`src/hw/rtl/sht_pkg.sv`:
```
`default_nettype none

package sht_pkg;

    localparam int SLOTS     = 1024;
    localparam int SLOT_W    = $clog2(SLOTS);
    localparam int DEPTH_W   = SLOT_W + 1;
    localparam int CNT_W     = 16;
    localparam int HANDLE_W  = 48;
    localparam int GEN_W     = 32;
    localparam int GEN_SHIFT = 16;
    localparam int CMD_W     = 2;
    localparam int STATUS_W  = 2;
    localparam int OSLOT_W   = 10;
    localparam int FREE_W    = 10;

    localparam int S_FIELDS_W = CMD_W + HANDLE_W;
    localparam int S_DATA_W   = ((S_FIELDS_W + 7) / 8) * 8;
    localparam int M_FIELDS_W = STATUS_W + HANDLE_W + OSLOT_W + 1 + FREE_W;
    localparam int M_DATA_W   = ((M_FIELDS_W + 7) / 8) * 8;
    localparam int ENTRY_W    = 1 + CNT_W + HANDLE_W;

    localparam logic [CMD_W-1:0] CMD_OPEN    = 2'd0;
    localparam logic [CMD_W-1:0] CMD_ACQUIRE = 2'd1;
    localparam logic [CMD_W-1:0] CMD_DROP    = 2'd2;

    localparam logic [STATUS_W-1:0] STAT_OK     = 2'd0;
    localparam logic [STATUS_W-1:0] STAT_NOFREE = 2'd1;
    localparam logic [STATUS_W-1:0] STAT_STALE  = 2'd2;
    localparam logic [STATUS_W-1:0] STAT_NEG    = 2'd3;

    typedef enum logic [1:0] {
        ST_CLEAR,
        ST_IDLE,
        ST_POP,
        ST_EXEC
    } ctl_state_t;

    typedef struct packed {
        logic ready;
        logic accept;
        logic pop_issue;
        logic exec;
        logic clear_wr;
    } ctl_cmd_t;

    typedef struct packed {
        logic clear_done;
        logic open_pop;
        logic out_free;
    } dp_status_t;

    typedef struct packed {
        logic                alive;
        logic [CNT_W-1:0]    count;
        logic [HANDLE_W-1:0] handle;
    } slot_entry_t;

endpackage

`default_nettype wire

```
`src/hw/rtl/sht_ctrl.sv`:
```
`default_nettype none

module sht_ctrl (
    input  logic                aclk,
    input  logic                aresetn,
    input  logic                s_tvalid,
    input  sht_pkg::dp_status_t dp_status,
    output sht_pkg::ctl_cmd_t   dp_cmd
);

    import sht_pkg::*;

    ctl_state_t state_reg;
    ctl_state_t state_next;

    always_ff @(posedge aclk) begin
        if (!aresetn) begin
            state_reg <= ST_CLEAR;
        end else begin
            state_reg <= state_next;
        end
    end

    always_comb begin
        state_next = state_reg;
        case (state_reg)
            ST_CLEAR: begin
                if (dp_status.clear_done) begin
                    state_next = ST_IDLE;
                end
            end
            ST_IDLE: begin
                if (s_tvalid) begin
                    state_next = dp_status.open_pop ? ST_POP : ST_EXEC;
                end
            end
            ST_POP: begin
                state_next = ST_EXEC;
            end
            ST_EXEC: begin
                if (dp_status.out_free) begin
                    state_next = ST_IDLE;
                end
            end
            default: begin
                state_next = ST_CLEAR;
            end
        endcase
    end

    always_comb begin
        dp_cmd = '0;
        case (state_reg)
            ST_CLEAR: begin
                dp_cmd.clear_wr = 1'b1;
            end
            ST_IDLE: begin
                dp_cmd.ready  = 1'b1;
                dp_cmd.accept = s_tvalid;
            end
            ST_POP: begin
                dp_cmd.pop_issue = 1'b1;
            end
            ST_EXEC: begin
                dp_cmd.exec = dp_status.out_free;
            end
            default: begin
                dp_cmd = '0;
            end
        endcase
    end

endmodule

`default_nettype wire

```
`config.mk`:
```
export PLATFORM = sky130hd
export DESIGN_NAME = sht_ctrl
export DESIGN_NICKNAME = d
export VERILOG_FILES = /design/src/hw/rtl/sht_pkg.sv /design/src/hw/rtl/sht_ctrl.sv
export SDC_FILE = /design/constraint.sdc
export NUM_CORES = 1
export LEC_CHECK = 0
export ABC_AREA = 1
export BUFFER_PORTS_ARGS = -buffer_cell sky130_fd_sc_hd__buf_2
export CAP_MARGIN = 20
export CORE_AREA = 2 2 39 41
export CTS_CLUSTER_DIAMETER = 40
export DETAILED_ROUTE_END_ITERATION = 7
export DIE_AREA = 0 0 41 43
export MAX_ROUTING_LAYER = met4
export PLACE_DENSITY = 0.3
export SYNTH_ARGS = -nofsm -noshare
export SYNTH_HDL_FRONTEND = slang
export SYNTH_SLANG_ARGS = --single-unit
```
`constraint.sdc`:
```
create_clock -name aclk -period 1.3 [get_ports aclk]
set_input_delay 0.325 -clock aclk [delete_from_list [all_inputs] [get_ports aclk]]
set_output_delay 0.325 -clock aclk [all_outputs]
set_load 0.05 [all_outputs]
```
==> results.md <==
- Run status: finished, violations left
- Violated checks: negative setup slack
- Worst-path clk slew: roughly 0.030 ns
- Worst Min Path Start: aresetn
- Final Skew: 0.00249 ns
- Total clock sinks: 2
- Port Buffers: 10
- Tcrit/Tclk final: 1.07
- Area delta synth->final: 110%
- #FFs+latches synth: 2
- Tot GR Track Use: 0.0749
- Root buffer cell: clkbuf_4
- YS warnings: 0
- Crit path DAT: ~1.1 ns
- Final Net Count: between 50 and 60
- Hold endpoint: state_reg[0]
- Most frequent cells in the layout: nand2_1, buf_2, inv_1
- WL final: 462 um
- # rows: 14
- TritonCTS clock tree: done
- Critical Path Start Type: flop
- Mean post-synth cell area: 6.42 um2
- Clock buffer depth: 2
- Routability congestion estimate: 0.711
- Vias/cell: 3.48
- MaxCap Viol Count: 0
- R2r setup slk: 0.15 ns
- RSZ-0062 raised after global routing: yes
- Pre-antenna DRT Iters: 4
- Core Region: approximately 1400 um2
- Slew margin rel.: 0.837
- DR WL/cell: 7.33 um
- Fraction of layout cells with a size suffix above 1: 0.596
- Tmin final: 1.39 ns
- Total number of H-tree levels: 1
- Worst-Margin Slew: 0.247 ns
- First-pass GRT wire length: 807 um
- Yosys cell types: 8
- Leakage power: about 0.22 nW
- Crit path kind: flop to primary output
- HP Class: primary input to flop
- Most common cell after layout, fill and taps aside: nand2_1
- PD cells: 2440 nW/um2
- Die area: between 1500 and 2000 um2
- CP max-delay cell: dfxtp_4
- Gr ovfl total: 0
- Setup crit end kind: primary output
- WHS Path Cells: 3
- Worst r2r dst: state_reg[1]
- Antenna Cells: 0
- Cell count after placement: 59
- Hpwl dp: 380 um
- Chip height: between 40 and 50 um
- CP max stage delay: 0.36 ns
- Pre-CTS setup slack: -0.0229 ns
- Crit path cell chain: inv_4 -> ha_4 -> nand2_4 -> clkinvlp_4 -> buf_8
- Number of global-route vias before repair: 231
- GR peak layer: met2
- DRC: 0
- Vias: ~220
- Synthesized Nets: 40
- Initial Util: 0.139
- 1st-iter DRT viols: 5
- CP top delay family: flip-flops
- Setup ws final: -0.0946 ns
- Final hold viol count: 0
- Pin count of the biggest net entering global routing: 5
- Fmax: 0.717 GHz
- Peak VDD IR: 0.487 mV
- GR Util met3: 0.0314
- Clock latency on the worst-skew pair: 0.22 ns
- Critical Path RT: slightly below 1 ns
- Finished Layout Cells: 63
- Num ports: 11
- Mapped Cells: 30
- Grt met1 use: 0.0637
- Worst R2R Start: state_reg[1]
- Sequential-to-total area share from yosys stat: 0.208
- Clock buffer count from CTS: 3
- Post-CTS Hold Buffers: 0
- Critical Path Fanout Max: 3
- Pwr Total: 0.986 mW
- Initial antenna violation count: 0
- Reg2reg path depth: 8
- Max reg flops: 2
- WP buf/inv: 3
- Max Slew Vio Count: 0
- Setup violators final: 5
- Synth Cell Area: about 190 um2
- Die width: 41 um
- ANT nets after route: 0
- Met2 GRT Util: 0.109
per-layer routing:
metal  vias up  routed length [um]
met5         -                   0
met4         0                   0
met3         0                  41
met2         9                 261
met1        91                 159
li1        119                   -
layout make-up:
class	count	area, um2
fillers	159	980
multi-input cells	20	158
repair buffers	14	120
flip-flops and latches	2	47.5
inverters	8	36.3
clock buffers	3	22.5
well taps	16	20.0
cell families after synthesis:
kind of cell	share of synthesized area
and+or+nand+nor	0.377
adders and majority gates	0.260
buffers and inverters	0.156
DFF	0.208
Yosys cell counts (all sizes together):
| master | count | area [um2] |
|---|---|---|
| nand2 | 10 | 40.0 |
| inv | 8 | 30.0 |
| ha | 4 | 50.1 |
| nor2 | 4 | 15.0 |
| dfxtp | 2 | 40.0 |
| nand3 | 1 | 10.0 |
| nand3b | 1 | 7.51 |
worst min-delay path, cell delays in order:
cell and delay, ns:
buf_2 0.10, nand2_1 0.05, nor2_1 0.03
stage by stage:
step	instance area, um2	utilization	hold slack, ns	TNS, ns
after floorplan	214	-	0.445	-0.0273
after global placement	307	0.222	0.572	-0.0206
after detailed placement	307	0.222	0.573	-0.0229
after CTS	392	0.283	0.328	-0.304
after global routing	404	0.292	0.348	-0.480
final	404	0.292	0.333	-0.252
where the power goes:
group          internal (mW)  total, mW  switching, mW
Clock                  0.101      0.132         0.0309
Sequential             0.104      0.143         0.0391
Combinational          0.311      0.711          0.400
timing repair:
action | CTS | global route
pin swaps | 1 | 1
setup endpoints to repair | 5 | 5
setup buffers | 1 | 0
resized for setup | 18 | 4
how the worst max path moves through the flow:
stage / from / endpoint / cells past startpoint
6_report: state_reg[1] / dp_cmd[3] / 5
2_1_floorplan: state_reg[1] / dp_cmd[3] / 4
3_5_place_dp: state_reg[1] / dp_cmd[3] / 5
4_1_cts: state_reg[1] / dp_cmd[3] / 5
3_3_place_gp: state_reg[1] / dp_cmd[3] / 5
5_1_grt: state_reg[1] / dp_cmd[3] / 5
No activity file was read; power rests on OpenSTA's default activity.
